==> config.mk <==
export PLATFORM = sky130hd
export DESIGN_NAME = sfr_div_stage
export DESIGN_NICKNAME = d
export VERILOG_FILES = /design/src/rtl/sfr_pkg.sv /design/src/rtl/sfr_div_stage.sv
export SDC_FILE = /design/constraint.sdc
export NUM_CORES = 1
export LEC_CHECK = 0
export BUFFER_PORTS_ARGS = -buffer_cell sky130_fd_sc_hd__buf_2
export CORE_AREA = 2 2 164 118
export DETAILED_ROUTE_END_ITERATION = 10
export DIE_AREA = 0 0 166 120
export PLACE_DENSITY = 0.77
export SKIP_CTS_REPAIR_TIMING = 1
export SYNTH_ARGS = -nofsm -noshare
export SYNTH_HDL_FRONTEND = slang
export SYNTH_SLANG_ARGS = --single-unit
==> constraint.sdc <==
create_clock -name clock -period 5.7 [get_ports clock]
set_input_delay 0.285 -clock clock [delete_from_list [all_inputs] [get_ports clock]]
set_output_delay 0.285 -clock clock [all_outputs]
set_load 0.1 [all_outputs]
==> src/rtl/sfr_pkg.sv <==
`default_nettype none

package sfr_pkg;

   // Control bits that travel down the pipeline next to each word
   typedef struct packed {
      logic valid;   // stage holds a live word
      logic bypass;  // result is already known (equal bounds or sample in range)
      logic below;   // sample lay below the lower bound
      logic qodd;    // last quotient bit produced so far (parity after final step)
   } sfr_ctl_type;

   localparam sfr_ctl_type SFR_CTL_IDLE = '{valid: 1'b0, bypass: 1'b0, below: 1'b0,
                                            qodd: 1'b0};

endpackage : sfr_pkg

`default_nettype wire

==> src/rtl/sfr_div_stage.sv <==
`default_nettype none

// One restoring-division step: brings in one dividend bit, one compare/subtract.
module sfr_div_stage
   import sfr_pkg::*;
#(
   parameter int SAMPLE_WIDTH = 32
) (
   input  wire logic                    clock,
   input  wire logic                    reset,
   input  wire logic                    adv,
   input  wire sfr_ctl_type             ctl_i,
   input  wire logic [SAMPLE_WIDTH-1:0] lo_i,
   input  wire logic [SAMPLE_WIDTH-1:0] hi_i,
   input  wire logic [SAMPLE_WIDTH-1:0] wid_i,
   input  wire logic [SAMPLE_WIDTH-1:0] num_i,
   input  wire logic [SAMPLE_WIDTH-1:0] rem_i,
   output sfr_ctl_type                  ctl_ff,
   output logic [SAMPLE_WIDTH-1:0]      lo_ff,
   output logic [SAMPLE_WIDTH-1:0]      hi_ff,
   output logic [SAMPLE_WIDTH-1:0]      wid_ff,
   output logic [SAMPLE_WIDTH-1:0]      num_ff,
   output logic [SAMPLE_WIDTH-1:0]      rem_ff
);

   logic [SAMPLE_WIDTH:0]   trial, diff;
   logic                    ge;
   sfr_ctl_type             ctl_in;
   logic [SAMPLE_WIDTH-1:0] rem_in, num_in;

   always_comb begin
      trial  = {rem_i, num_i[SAMPLE_WIDTH-1]};
      diff   = trial - {1'b0, wid_i};
      ge     = (trial >= {1'b0, wid_i});
      rem_in = ge ? diff[SAMPLE_WIDTH-1:0] : trial[SAMPLE_WIDTH-1:0];
      num_in = {num_i[SAMPLE_WIDTH-2:0], 1'b0};
      ctl_in      = ctl_i;
      ctl_in.qodd = ge;
   end

   always_ff @(posedge clock) begin
      if (reset) begin
         ctl_ff <= SFR_CTL_IDLE;
      end else if (adv) begin
         ctl_ff <= ctl_in;
      end
   end

   always_ff @(posedge clock) begin
      if (adv) begin
         lo_ff  <= lo_i;
         hi_ff  <= hi_i;
         wid_ff <= wid_i;
         num_ff <= num_in;
         rem_ff <= rem_in;
      end
   end

endmodule : sfr_div_stage

`default_nettype wire

=== Word level (Yosys, flattened, before mapping) ===
Cells that the tools add are included.

* Register bits after elaboration: 163
* Output and inout port bits: 164
* Input bits: 167
* Word-level logic and storage cells: 12

* Add/subtract/negate cells: 1
* Multiplexer cells: 1
* Order comparisons: 1

{| class="wikitable"
|+ Operator list
! cell !! number
|-
| 33-bit by 32-bit greater-or-equal comparator with 1-bit output || 1
|-
| 32-bit 2-to-1 mux || 1
|-
| 32-bit subtractor || 1
|}

=== Logic depth before layout (Yosys ltp) ===
* Depth in word-level cells: 2
* Gate-level depth with buffers: 12
* Gate-level depth less buffers: 11

=== Least setup slack after synthesis ===
No wires, ideal clock.

* Kind: input-to-reg
* Start point: input port wid_i[2]
* End point: register rem_ff[21], data pin
* Setup slack: 3135 ps
* Setup time: 262 ps
* Arrival: 2303 ps
* Stages on the path: 9
* Required time: 5438 ps
* Path buffers: 0
* Cell sequence: inv_1 > ha_1 > a21oi_1 > o21ai_1 > a221o_2 > a211oi_4 > a211oi_2 > o21ai_4 > mux2_1

* Word-level cells in the longest chain between the ends: 2
* Elaborated cells on any way between the ends: 3
* Classes of those cells: add/sub: 1; order compare: 1; mux: 1

{| class="wikitable"
|+ RTL lines
! item !! line !! source
|-
| from (decl) || sfr_div_stage.sv:15 || <nowiki>input wire logic [SAMPLE_WIDTH-1:0] wid_i,</nowiki>
|-
| 32-bit subtractor or 33-bit by 32-bit greater-or-equal comparator with 1-bit output (tied branches) || sfr_div_stage.sv:33, sfr_div_stage.sv:34 ||
|-
| 32-bit 2-to-1 mux (*) || sfr_div_stage.sv:35 || <nowiki>rem_in = ge ? diff[SAMPLE_WIDTH-1:0] : trial[SAMPLE_WIDTH-1:0];</nowiki>
|-
| via rem_in[21] || sfr_div_stage.sv:29 || <nowiki>logic [SAMPLE_WIDTH-1:0] rem_in, num_in;</nowiki>
|-
| to (signal assigned) || sfr_div_stage.sv:55 || <nowiki>rem_ff <= rem_in;</nowiki>
|-
| to (decl) || sfr_div_stage.sv:23 || <nowiki>output logic [SAMPLE_WIDTH-1:0] rem_ff</nowiki>
|}

The timed path passes the listed nets; every way through them passes the cells marked *.
A chain may end at the register's enable or synchronous reset.

=== Worst setup path after layout ===
* Start point: input port wid_i[2]
* End point: register rem_ff[4], data pin

Same word-level chain as after synthesis.

==> results.cfg <==
[global_routing]
grt.overflow.total = 0
grt.total_usage_pct = 18.7
busiest_layer = met2
grt_pass1_wl_um = 28500
grt_max_degree = 116
use_met3_pct = 6.56
grt_use_met2_pct = 33.3
antenna_found_initial = 3
grt_use_met1_pct = 21.6
grt_pass1_vias = 5332

[timing]
final.setup.tns_ns = 0
tightest_slew_ns = 1.09
slew_headroom_pct = 27.1
finalHoldViolCount = 0
rsz0062_at_grt = no
fmax_mhz = 300
period_needed_ns = 3.33
finClkSkew_ns = 0
setup_viol = 0
fin_crit_sh_pct = 58.4
drv_slew = 0

[cells_and_area]
syn_to_final_growth_pct = 33.4
final_nets = 1062
stdcell_count = 1119
drive_gt1_share_pct = 42.2

[placement]
io_buffers = 328
dp_hpwl_um = 14500
dp.cells = 1085
finalWeightedCongestion = 0.842

[yosys]
synthMuxAreaShare_pct = 0.572
ys.flop_type = edfxtp_1
synthArstFlopShare_pct = 0
synthesis.area_um2 = 7220
seq_area_frac_synth_pct = 67.3
netlist_instances = 537
synth_top_family_by_area = compound AO/OA/AOI/OAI gates
synth_compound_area_share_pct = 11.5
synth.distinct_cells = 55
synth_edf_count = 159
synthTopCellsByArea = edfxtp_1 66%, ha_1 5.5%, nand2_1 2.7%
synth_top_area_share_pct = 66.1
syn-num-nets = 737
yosys.area_share.simple_pct = 7.64
ys_ff_latch = 163
synth_adder_area_share_pct = 5.82
syn_avg_cell_area_um2 = 13.4
yosysWarningCount = 0
synth_xor_area_share_pct = 3.15
yosys.area.top_type = edfxtp_1

[pwr]
peakVddDrop_v = 0.000229
p_leak_nw = 4.28
switching_share_pct = 42.3
p_total_mw = 3.92
seq_power_share_pct = 37.7
p_int_mw = 2.26
p_comb_share_pct = 33.4
clkPwrFrac_pct = 28.9
p_sw_mw = 1.66
p_per_area_nw_per_um2 = 407

[cts]
clk_root_buffer_cell = clkbuf_16
ctsLongestPathBuffers = 2
cts_sinks = 163
clock_latency_ns = 0.42
numCtsBuffers = 17
cts_tree = yes
h-tree-depth = 4
clk_pin_slew_ns = 0.07

[floorplanning]
die_h_um = 120
start_util_pct = 39.1
die_w_um = 166
core-area_um2 = 18400
die_area_um2 = 19900
rows = 42
io_pins = 331

[setup_path]
cp_top_family = compound AO/OA/AOI/OAI gates
crit_slowest_cell = o21ai_4
cp_max_fo = 41
critPathLaunchType = input pin
path_buf_inv = 3
crit_path_cell_trace = buf_2, inv_1, ha_1, a21oi_1, o21ai_1, a221o_2, a211oi_4, a211oi_2, o21ai_4, buf_4, a211oi_1, a21o_1
crit_required_ns = 5.88
arrival_ns = 3.51
critPathCaptureType = register
slowest_delay_ns = 0.77
criticalPathCategory = in2reg

[route]
via_per_inst = 4.91
wl_per_cell_um = 16.8
drcViolationCount = 0
vias = 5499
firstDrtPassIters = 5
drt_first_iter_violations = 390
detail-route-antenna-nets = 0
routed_wl_um = 18800

[status]
status = completed

[min_path]
hold_path.class = in2reg

[flow_run]
drv_cap = 0
cell type report:
class | instances | area (µm²)
clock buffer | 17 | 425
sequential | 163 | 4850
fill | 1607 | 8820
tap | 242 | 303
clock inverter | 15 | 159
antenna | 2 | 5.00
timing repair buffer | 330 | 1660
multi-input combinational | 312 | 2080
inverter | 38 | 143
flip-flops by register name (all words and copies together) (netlist names):
| name | flops |
|---|---|
| ctl_ff | 4 |
| hi_ff | 32 |
| lo_ff | 32 |
| num_ff | 31 |
| rem_ff | 32 |
| wid_ff | 32 |
worst paths after layout:
check	startpoint	endpoint	slack, ns	depth (start not counted)
worst max-delay path	wid_i[2]	rem_ff[4]$_DFFE_PP_	2.37	12
worst min-delay path	lo_i[31]	lo_ff[31]$_DFFE_PP_	0.03	1
worst max register to register	ctl_ff[0]$_SDFFE_PP0P_	ctl_ff[0]$_SDFFE_PP0P_	5.00	2
worst min register to register	ctl_ff[1]$_SDFFE_PP0P_	ctl_ff[1]$_SDFFE_PP0P_	0.49	2
layout by cell type (no fill, tap or decap), types with 6 or more instances in the layout:
cell	synthesis	routed
buf_2	6	327
edfxtp_1	159	159
nand2_1	52	52
inv_1	38	38
ha_1	32	32
a21oi_1	31	31
o21ai_0	26	26
a21o_1	21	21
o21ai_1	20	20
nor2_1	18	18
clkbuf_16	0	17
xnor2_1	16	16
nand4_1	13	13
xor2_1	10	10
inv_8	0	7
nand3_1	6	6
a31oi_1	6	6
nand2b_1	6	6
cells by family (layout without fill, tap and decap cells):
family | Yosys count | after routing
AO/OA/AOI/OAI | 132 | 132
XOR/XNOR | 26 | 26
adder cells (fa/ha/maj) | 33 | 33
buffers and inverters | 62 | 400
flip-flops | 163 | 163
multiplexers | 4 | 4
other | 1 | 3
AND/OR/NAND/NOR | 116 | 116
synth_stat cells (2+ instances only):
library cell	count
o21ai_0	26
nor2b_1	2
o21a_1	2
o21bai_1	3
ha_1	32
mux2i_1	3
dfxtp_1	4
or4_1	3
buf_4	2
a21oi_1	31
inv_1	38
o21ai_1	20
buf_2	6
or3_1	2
edfxtp_1	159
buf_6	5
and3_1	3
clkbuf_1	10
nand2_1	52
xor2_1	10
o31ai_1	3
nand4_1	13
a211oi_1	4
nor3_1	4
a31oi_1	6
a21o_1	21
nand2b_1	6
nor2_1	18
o211ai_1	3
nand3_1	6
xnor2_1	16
through the flow:
step / util (%) / worst slack [ns] / hold WS, ns / cell area, µm²
2_1_floorplan: - / 3.13 / 0.357 / 7220
3_3_place_gp: 49.0 / 2.02 / 0.461 / 9040
3_5_place_dp: 49.0 / 1.89 / 0.463 / 9040
4_1_cts: 52.2 / 2.34 / 0.0120 / 9620
5_1_grt: 52.2 / 2.13 / 0.00676 / 9630
6_report: 52.2 / 2.37 / 0.0310 / 9630
power groups by stage:
stage               clock network, mW  logic (mW)  registers [mW]
floorplan                           0       0.240            2.34
global placement                    0        1.30            1.50
detailed placement                  0        1.31            1.51
CTS                              1.16        1.31            1.48
global route                     1.21        1.37            1.49
finish                           1.13        1.31            1.48
per-layer routing:
| metal | part of all wire, % | vias to the layer above |
|---|---|---|
| met2 | 52 | 224 |
| li1 | - | 2645 |
| met4 | 1.0 | 2 |
| met5 | 0.064 | - |
| met3 | 8.5 | 15 |
| met1 | 39 | 2613 |
Power figures use the tool's default switching activity.
