$ cat src/rtl/sfr_pkg.sv
`default_nettype none

package sfr_pkg;

   // Control bits that travel down the pipeline next to each word
   typedef struct packed {
      logic valid;   // stage holds a live word
      logic bypass;  // result is already known (equal bounds or sample in range)
      logic below;   // sample lay below the lower bound
      logic qodd;    // last quotient bit produced so far (parity after final step)
   } sfr_ctl_type;

   localparam sfr_ctl_type SFR_CTL_IDLE = '{valid: 1'b0, bypass: 1'b0, below: 1'b0,
                                            qodd: 1'b0};

endpackage : sfr_pkg

`default_nettype wire

$ cat src/rtl/sfr_prep.sv
`default_nettype none

// Front stage: bias to unsigned order, sort bounds, classify, form distance and width.
module sfr_prep
   import sfr_pkg::*;
#(
   parameter int SAMPLE_WIDTH = 32
) (
   input  wire logic                    clock,
   input  wire logic                    reset,
   input  wire logic                    adv,
   input  wire logic                    in_valid,
   input  wire logic [SAMPLE_WIDTH-1:0] sample,
   input  wire logic [SAMPLE_WIDTH-1:0] low_bound,
   input  wire logic [SAMPLE_WIDTH-1:0] high_bound,
   output sfr_ctl_type                  ctl_ff,
   output logic [SAMPLE_WIDTH-1:0]      lo_ff,
   output logic [SAMPLE_WIDTH-1:0]      hi_ff,
   output logic [SAMPLE_WIDTH-1:0]      wid_ff,
   output logic [SAMPLE_WIDTH-1:0]      dist_ff
);

   localparam logic [SAMPLE_WIDTH-1:0] SIGN = {1'b1, {(SAMPLE_WIDTH-1){1'b0}}};

   logic [SAMPLE_WIDTH-1:0] x, a, b, lo, hi;
   logic                    in_range, eq, below;
   sfr_ctl_type             ctl_in;
   logic [SAMPLE_WIDTH-1:0] lo_in, wid_in, dist_in;

   always_comb begin
      x        = sample ^ SIGN;
      a        = low_bound ^ SIGN;
      b        = high_bound ^ SIGN;
      lo       = (a > b) ? b : a;
      hi       = (a > b) ? a : b;
      eq       = (lo == hi);
      in_range = (x >= lo) && (x <= hi);
      below    = (x < lo);

      ctl_in.valid  = in_valid;
      ctl_in.bypass = eq || in_range;
      ctl_in.below  = below;
      ctl_in.qodd   = 1'b0;

      // bypass words carry their answer in the lo slot
      lo_in   = in_range ? x : lo;
      wid_in  = hi - lo;
      dist_in = below ? (lo - x) : (x - hi);
   end

   always_ff @(posedge clock) begin
      if (reset) begin
         ctl_ff <= SFR_CTL_IDLE;
      end else if (adv) begin
         ctl_ff <= ctl_in;
      end
   end

   always_ff @(posedge clock) begin
      if (adv) begin
         lo_ff   <= lo_in;
         hi_ff   <= hi;
         wid_ff  <= wid_in;
         dist_ff <= dist_in;
      end
   end

endmodule : sfr_prep

`default_nettype wire

$ cat config.mk
export PLATFORM = sky130hd
export DESIGN_NAME = sfr_prep
export DESIGN_NICKNAME = d
export VERILOG_FILES = /design/src/rtl/sfr_pkg.sv /design/src/rtl/sfr_prep.sv
export SDC_FILE = /design/constraint.sdc
export NUM_CORES = 1
export LEC_CHECK = 0
export ABC_AREA = 1
export ABC_CLOCK_PERIOD_IN_PS = 6070
export BUFFER_PORTS_ARGS = -buffer_cell sky130_fd_sc_hd__buf_2
export CORE_MARGIN = 5
export CORE_UTILIZATION = 57
export DETAILED_ROUTE_END_ITERATION = 6
export GPL_TIMING_DRIVEN = 0
export PLACE_DENSITY_LB_ADDON = 0.05
export SLEW_MARGIN = 20
export SYNTH_ARGS = -nofsm -noshare
export SYNTH_HDL_FRONTEND = slang
export SYNTH_SLANG_ARGS = --single-unit
$ cat constraint.sdc
create_clock -name clock -period 6.07 [get_ports clock]
set_input_delay 1.214 -clock clock [delete_from_list [all_inputs] [get_ports clock]]
set_output_delay 1.214 -clock clock [all_outputs]
set_load 0.02 [all_outputs]
Word-level counts from Yosys, hierarchy flattened
Cells that the tools add are included.

storage, ports and cells
  register bits = 131
  word-level logic and storage cells = 24
  input bits = 100

operators by class
  multiplexer cells = 4
  bitwise logic cells = 3
  reduce and logical (&&, ||, !) cells = 2
  $lt $le $gt $ge = 4
  $add $sub $neg = 3
  equality and inequality tests = 1

operators with widths
  operator                     count
  32-bit 2-to-1 mux            4
  32-bit subtractor            3
  32-bit equality test         1
  32-bit >= comparator         1
  32-bit > comparator          1
  32-bit <= comparator         1
  32-bit less-than comparator  1
  1-bit NOT                    3
  1-bit logical AND            1
  1-bit logical OR             1

Longest topological paths before layout
  depth in word-level cells = 6
  gate-level depth with buffers = 43

Least setup slack after synthesis
No wires, ideal clock.

  kind = input-to-reg
  from = input port high_bound[19]
  to = register lo_ff[31] (data pin)
  arrival = 5.006 ns
  stages on the path = 29
  setup time = 0.260 ns
  setup slack = 0.804 ns
  cells stage by stage = inv_1 > ha_1 > nand2_2 > inv_1 > nand2_1 > nand2_1 > nand2_1 > nand3_1 > a21oi_1 > nand2_4 > nand2_2 > buf_6 > nand2_1 > o21ai_2 > inv_1 > ha_1 > fa_1 > o21ai_1 > a21oi_1 > o21ai_1 > a21boi_1 > o21ai_2 > a31oi_2 > o21ai_1 > nand2_2 > nand2_1 > buf_2 > buf_2 > o21ai_0

on the way
  word-level cells in the longest chain between the ends = 5
  elaborated cells on any way between the ends = 7

RTL lines
  item                                                          RTL line                        source
  start, declared                                               sfr_prep.sv:15                  input wire logic [SAMPLE_WIDTH-1:0] high_bound,
  32-bit > comparator                                           sfr_prep.sv:34, sfr_prep.sv:35
  32-bit 2-to-1 mux, on equally long branches                   sfr_prep.sv:34, sfr_prep.sv:35
  32-bit >= comparator or 32-bit <= comparator (tied branches)  sfr_prep.sv:37                  in_range = (x >= lo) && (x <= hi);
  1-bit logical AND                                             sfr_prep.sv:37
  32-bit 2-to-1 mux *                                           sfr_prep.sv:46                  lo_in = in_range ? x : lo;
  net lo_in[31]                                                 sfr_prep.sv:28                  logic [SAMPLE_WIDTH-1:0] lo_in, wid_in, dist_in;
  end signal, assigned                                          sfr_prep.sv:61                  lo_ff <= lo_in;
  end, declared                                                 sfr_prep.sv:17                  output logic [SAMPLE_WIDTH-1:0] lo_ff,

The timed path passes the listed nets; every way through them passes the cells marked *.
A chain may end at the register's enable or synchronous reset.

Worst setup path after layout
  from = input port high_bound[19]
  to = register lo_ff[1] (data pin)

The elaborated chain is that of the path after synthesis.

==> qor.csv <==
stage,metric,value,unit
run_status,outcome,"complete, no violations",
drt,dr.pass1.iters,5,
hold_path,hold_class,reg -> reg,
critical_path,cpMostUsedCell,nand2_1,
global_routing,grt_pass1_wl,60000,um
floorplanning,dieHeight,156,um
synthesis,async_reset_ff_share,0,%
finish,multi_input_area,6910,um^2
timing,slew_headroom,35.2,%
placement,gp_congestion,0.962,
timing,fin_skew,0,ps
global_routing,grt_max_degree,70,
global_routing,grt-ovfl-total,0,
floorplanning,start_util,57.8,%
clock_tree,clockBufferDepth,2,
timing,rsz0062_at_grt,true,
synthesis,synth_edf_count,128,
finish,ff_latch_area,3900,um^2
pwr,p_per_area,304,nW/um^2
synthesis,ys_types,48,
clock_tree,cts_tree,built,
synthesis,syn_inst,1754,
finish,syn_to_final_growth,19.4,%
timing,fmax,171,MHz
clock_tree,clkTransAtPathRegs,60,ps
clock_tree,cts-root-buf,clkbuf_16,
finish,drive_gt1_share,18.8,%
critical_path,cp.required,6240,ps
floorplanning,io_pins,232,
timing,setup_viol,0,
timing,fin_crit_sh,96.2,%
timing,slew_viol_final,0,
drt,drt_wl_total,39400,um
floorplanning,num_rows,53,
pwr,ir_drop,0.189,mV
drt,drt_iter0_drc,1277,
finish,nets,2205,
job,drv_cap,0,
synthesis,seq_area_frac_synth,32.2,%
floorplanning,die_area,24300,um^2
pwr,p_leak,7.76,nW
clock_tree,cts_sinks,131,
drt,vias,12500,
drt,vias_per_cell,5.46,
critical_path,crit_path_end_kind,flop,
critical_path,crit_type,in -> reg,
synthesis,synth_area,12100,um^2
timing,hold_viol,0,
synthesis,synth.avg_cell_area,6.91,um^2
synthesis,synth_nets,1953,
clock_tree,cts_buffers,17,
hold_path,whs_path_depth,2,
critical_path,critical_path_arrival,6010,ps
clock_tree,cts-htree-levels,4,
pwr,power,4.39,mW
drt,route.detailed.drc,0,
synthesis,yosysWarnings,0,
global_routing,antenna_found_initial,0,
placement,io_buffers,230,
drt,drtAntennaViolNets,0,
timing,min_period,5840,ps
finish,fill_cells,1861,
critical_path,path_depth,31,
floorplanning,die_w,156,um
synthesis,ys_seq_elements,131,
critical_path,reg2reg_depth,2,
global_routing,grt_use_total,31.5,%
critical_path,cp_max_fo,10,
global_routing,grt_pass1_vias,11700,
critical_path,crit_slowest_cell,ha_1,
critical_path,slowest_delay,370,ps
placement,place_hpwl,32300,um
synthesis,synthFlopType,edfxtp_1,
drt,detail_route.wl_per_cell,17.2,um
floorplanning,coreArea,21000,um^2
critical_path,critical_path.startpoint_type,input port,
critical_path,cp_num_buf_inv,8,
timing,worstMarginPinSlew,959,ps
clock_tree,worstSkewPairLatency,420,ps
clock_tree,ctsHoldBuffers,0,
timing,finalHoldWorstSlack,535,ps
critical_path,cp_top_family,compound AO/OA/AOI/OAI gates,
## sequential cells by signal, indices dropped and copies added, names as in the netlist
| signal | cells |
|---|---|
| lo_ff | 32 |
| wid_ff | 32 |
| ctl_ff | 3 |
| hi_ff | 32 |
| dist_ff | 32 |
## area by class of cell
class / count / share of cell area, %
Inverter: 343 / 8.90
Buffer: 31 / 1.62
Timing Repair Buffer: 233 / 8.29
Antenna cell: 1 / 0.0173
Clock buffer: 18 / 2.97
Sequential cell: 131 / 27.0
Clock inverter: 14 / 1.12
Tap cell: 275 / 2.38
Multi-Input combinational cell: 1249 / 47.7
## Yosys cell counts, types with 2 or more instances
cell type,number,area share [%]
inv_2,12,0.37
xnor2_1,15,1.1
a21boi_1,2,0.12
ha_1,97,10
a21oi_2,3,0.22
o221a_2,2,0.19
nand2_2,10,0.52
buf_6,8,0.74
edfxtp_1,128,32
o21ai_2,15,1.1
nand2_1,551,17
o21bai_1,6,0.37
dfxtp_1,3,0.50
buf_4,2,0.12
o21a_1,7,0.43
xor2_1,44,3.2
o21ai_0,90,3.7
clkbuf_1,7,0.22
nor4_1,2,0.10
fa_1,2,0.33
nor2_2,2,0.10
a21o_1,7,0.43
a221oi_1,4,0.29
or2_2,3,0.15
buf_2,14,0.58
nor2_1,92,2.8
a21boi_0,4,0.25
nand3_2,6,0.50
nand4_1,14,0.72
nand3_1,117,4.8
o21ai_1,16,0.66
a21oi_1,96,4.0
a31oi_1,5,0.26
inv_1,330,10
nor3_1,22,0.91
nor2_4,4,0.37
## per-layer routing
metal | up-vias | track usage, % | wire, um
met5 | - | 0 | 0
met4 | 0 | 9.80 | 1110
met3 | 73 | 4.94 | 3620
met2 | 634 | 51.2 | 17900
met1 | 5650 | 43.4 | 16700
li1 | 6168 | - | -
## cell usage in the layout, fill, tap and decap left out, types with 14 or more instances in the layout
| cell | Yosys | final |
|---|---|---|
| xnor2_1 | 15 | 15 |
| o21ai_0 | 90 | 88 |
| clkbuf_16 | 0 | 17 |
| edfxtp_1 | 128 | 128 |
| o21ai_2 | 15 | 15 |
| nand2_2 | 10 | 15 |
| a21oi_1 | 96 | 94 |
| ha_1 | 97 | 76 |
| o21ai_1 | 16 | 18 |
| inv_1 | 330 | 330 |
| xor2_1 | 44 | 44 |
| nand3_1 | 117 | 117 |
| nor3_1 | 22 | 22 |
| buf_2 | 14 | 237 |
| nand2_1 | 551 | 545 |
| nor2_1 | 92 | 90 |
| nand4_1 | 14 | 14 |
## worst reg2reg max path, delay by kind of cell, from the launching register on
| kind | cells | cell delay (ps) |
|---|---|---|
| AO/OA/AOI/OAI | 2 | 220 |
| flip-flops | 1 | 310 |
## report_power, final
part           internal (mW)  switching (mW)  leakage (nW)
Sequential              1.25          0.0426          1.27
Combinational          0.670            1.39          6.20
Clock                  0.643           0.401         0.285
## kinds of logic after synthesis
family	count (synthesis)	share of synthesized area (%)
fa+ha+maj	99	10.3
other cells	1	0.0309
simple gates	826	28.3
compound gates	263	12.4
mux	1	0.0826
flops	131	32.2
buf+inv	374	12.3
xor+xnor	59	4.26
## path summary, 6_finish.rpt
kind,end,slack [ps],startpoint
min,ctl_ff[3]$_SDFFE_PP0P_,540,ctl_ff[3]$_SDFFE_PP0P_
max reg2reg,ctl_ff[2]$_SDFFE_PP0P_,5400,ctl_ff[2]$_SDFFE_PP0P_
max,lo_ff[1]$_DFFE_PP_,230,high_bound[19]
min reg2reg,ctl_ff[3]$_SDFFE_PP0P_,540,ctl_ff[3]$_SDFFE_PP0P_
## per-stage QoR
stage	instance area (um^2)	instances	util, %	setup slack [ps]	TNS, ps
2_1_floorplan	12100	1754	-	804	0
3_3_place_gp	13600	2259	65.0	-480	-18530
3_5_place_dp	13600	2260	65.1	-502	-19000
4_1_cts	14200	2292	68.0	77.0	0
5_1_grt	14500	2294	69.0	-62.5	-444
6_report	14500	2295	69.0	231	0
## what timing repair did
action,CTS,global route
gates cloned,0,0
endpoints found under the setup margin,11,65
pin swaps,0,4
buffers inserted,0,2
resized for setup,2,58
No activity file was read; power rests on OpenSTA's default activity.
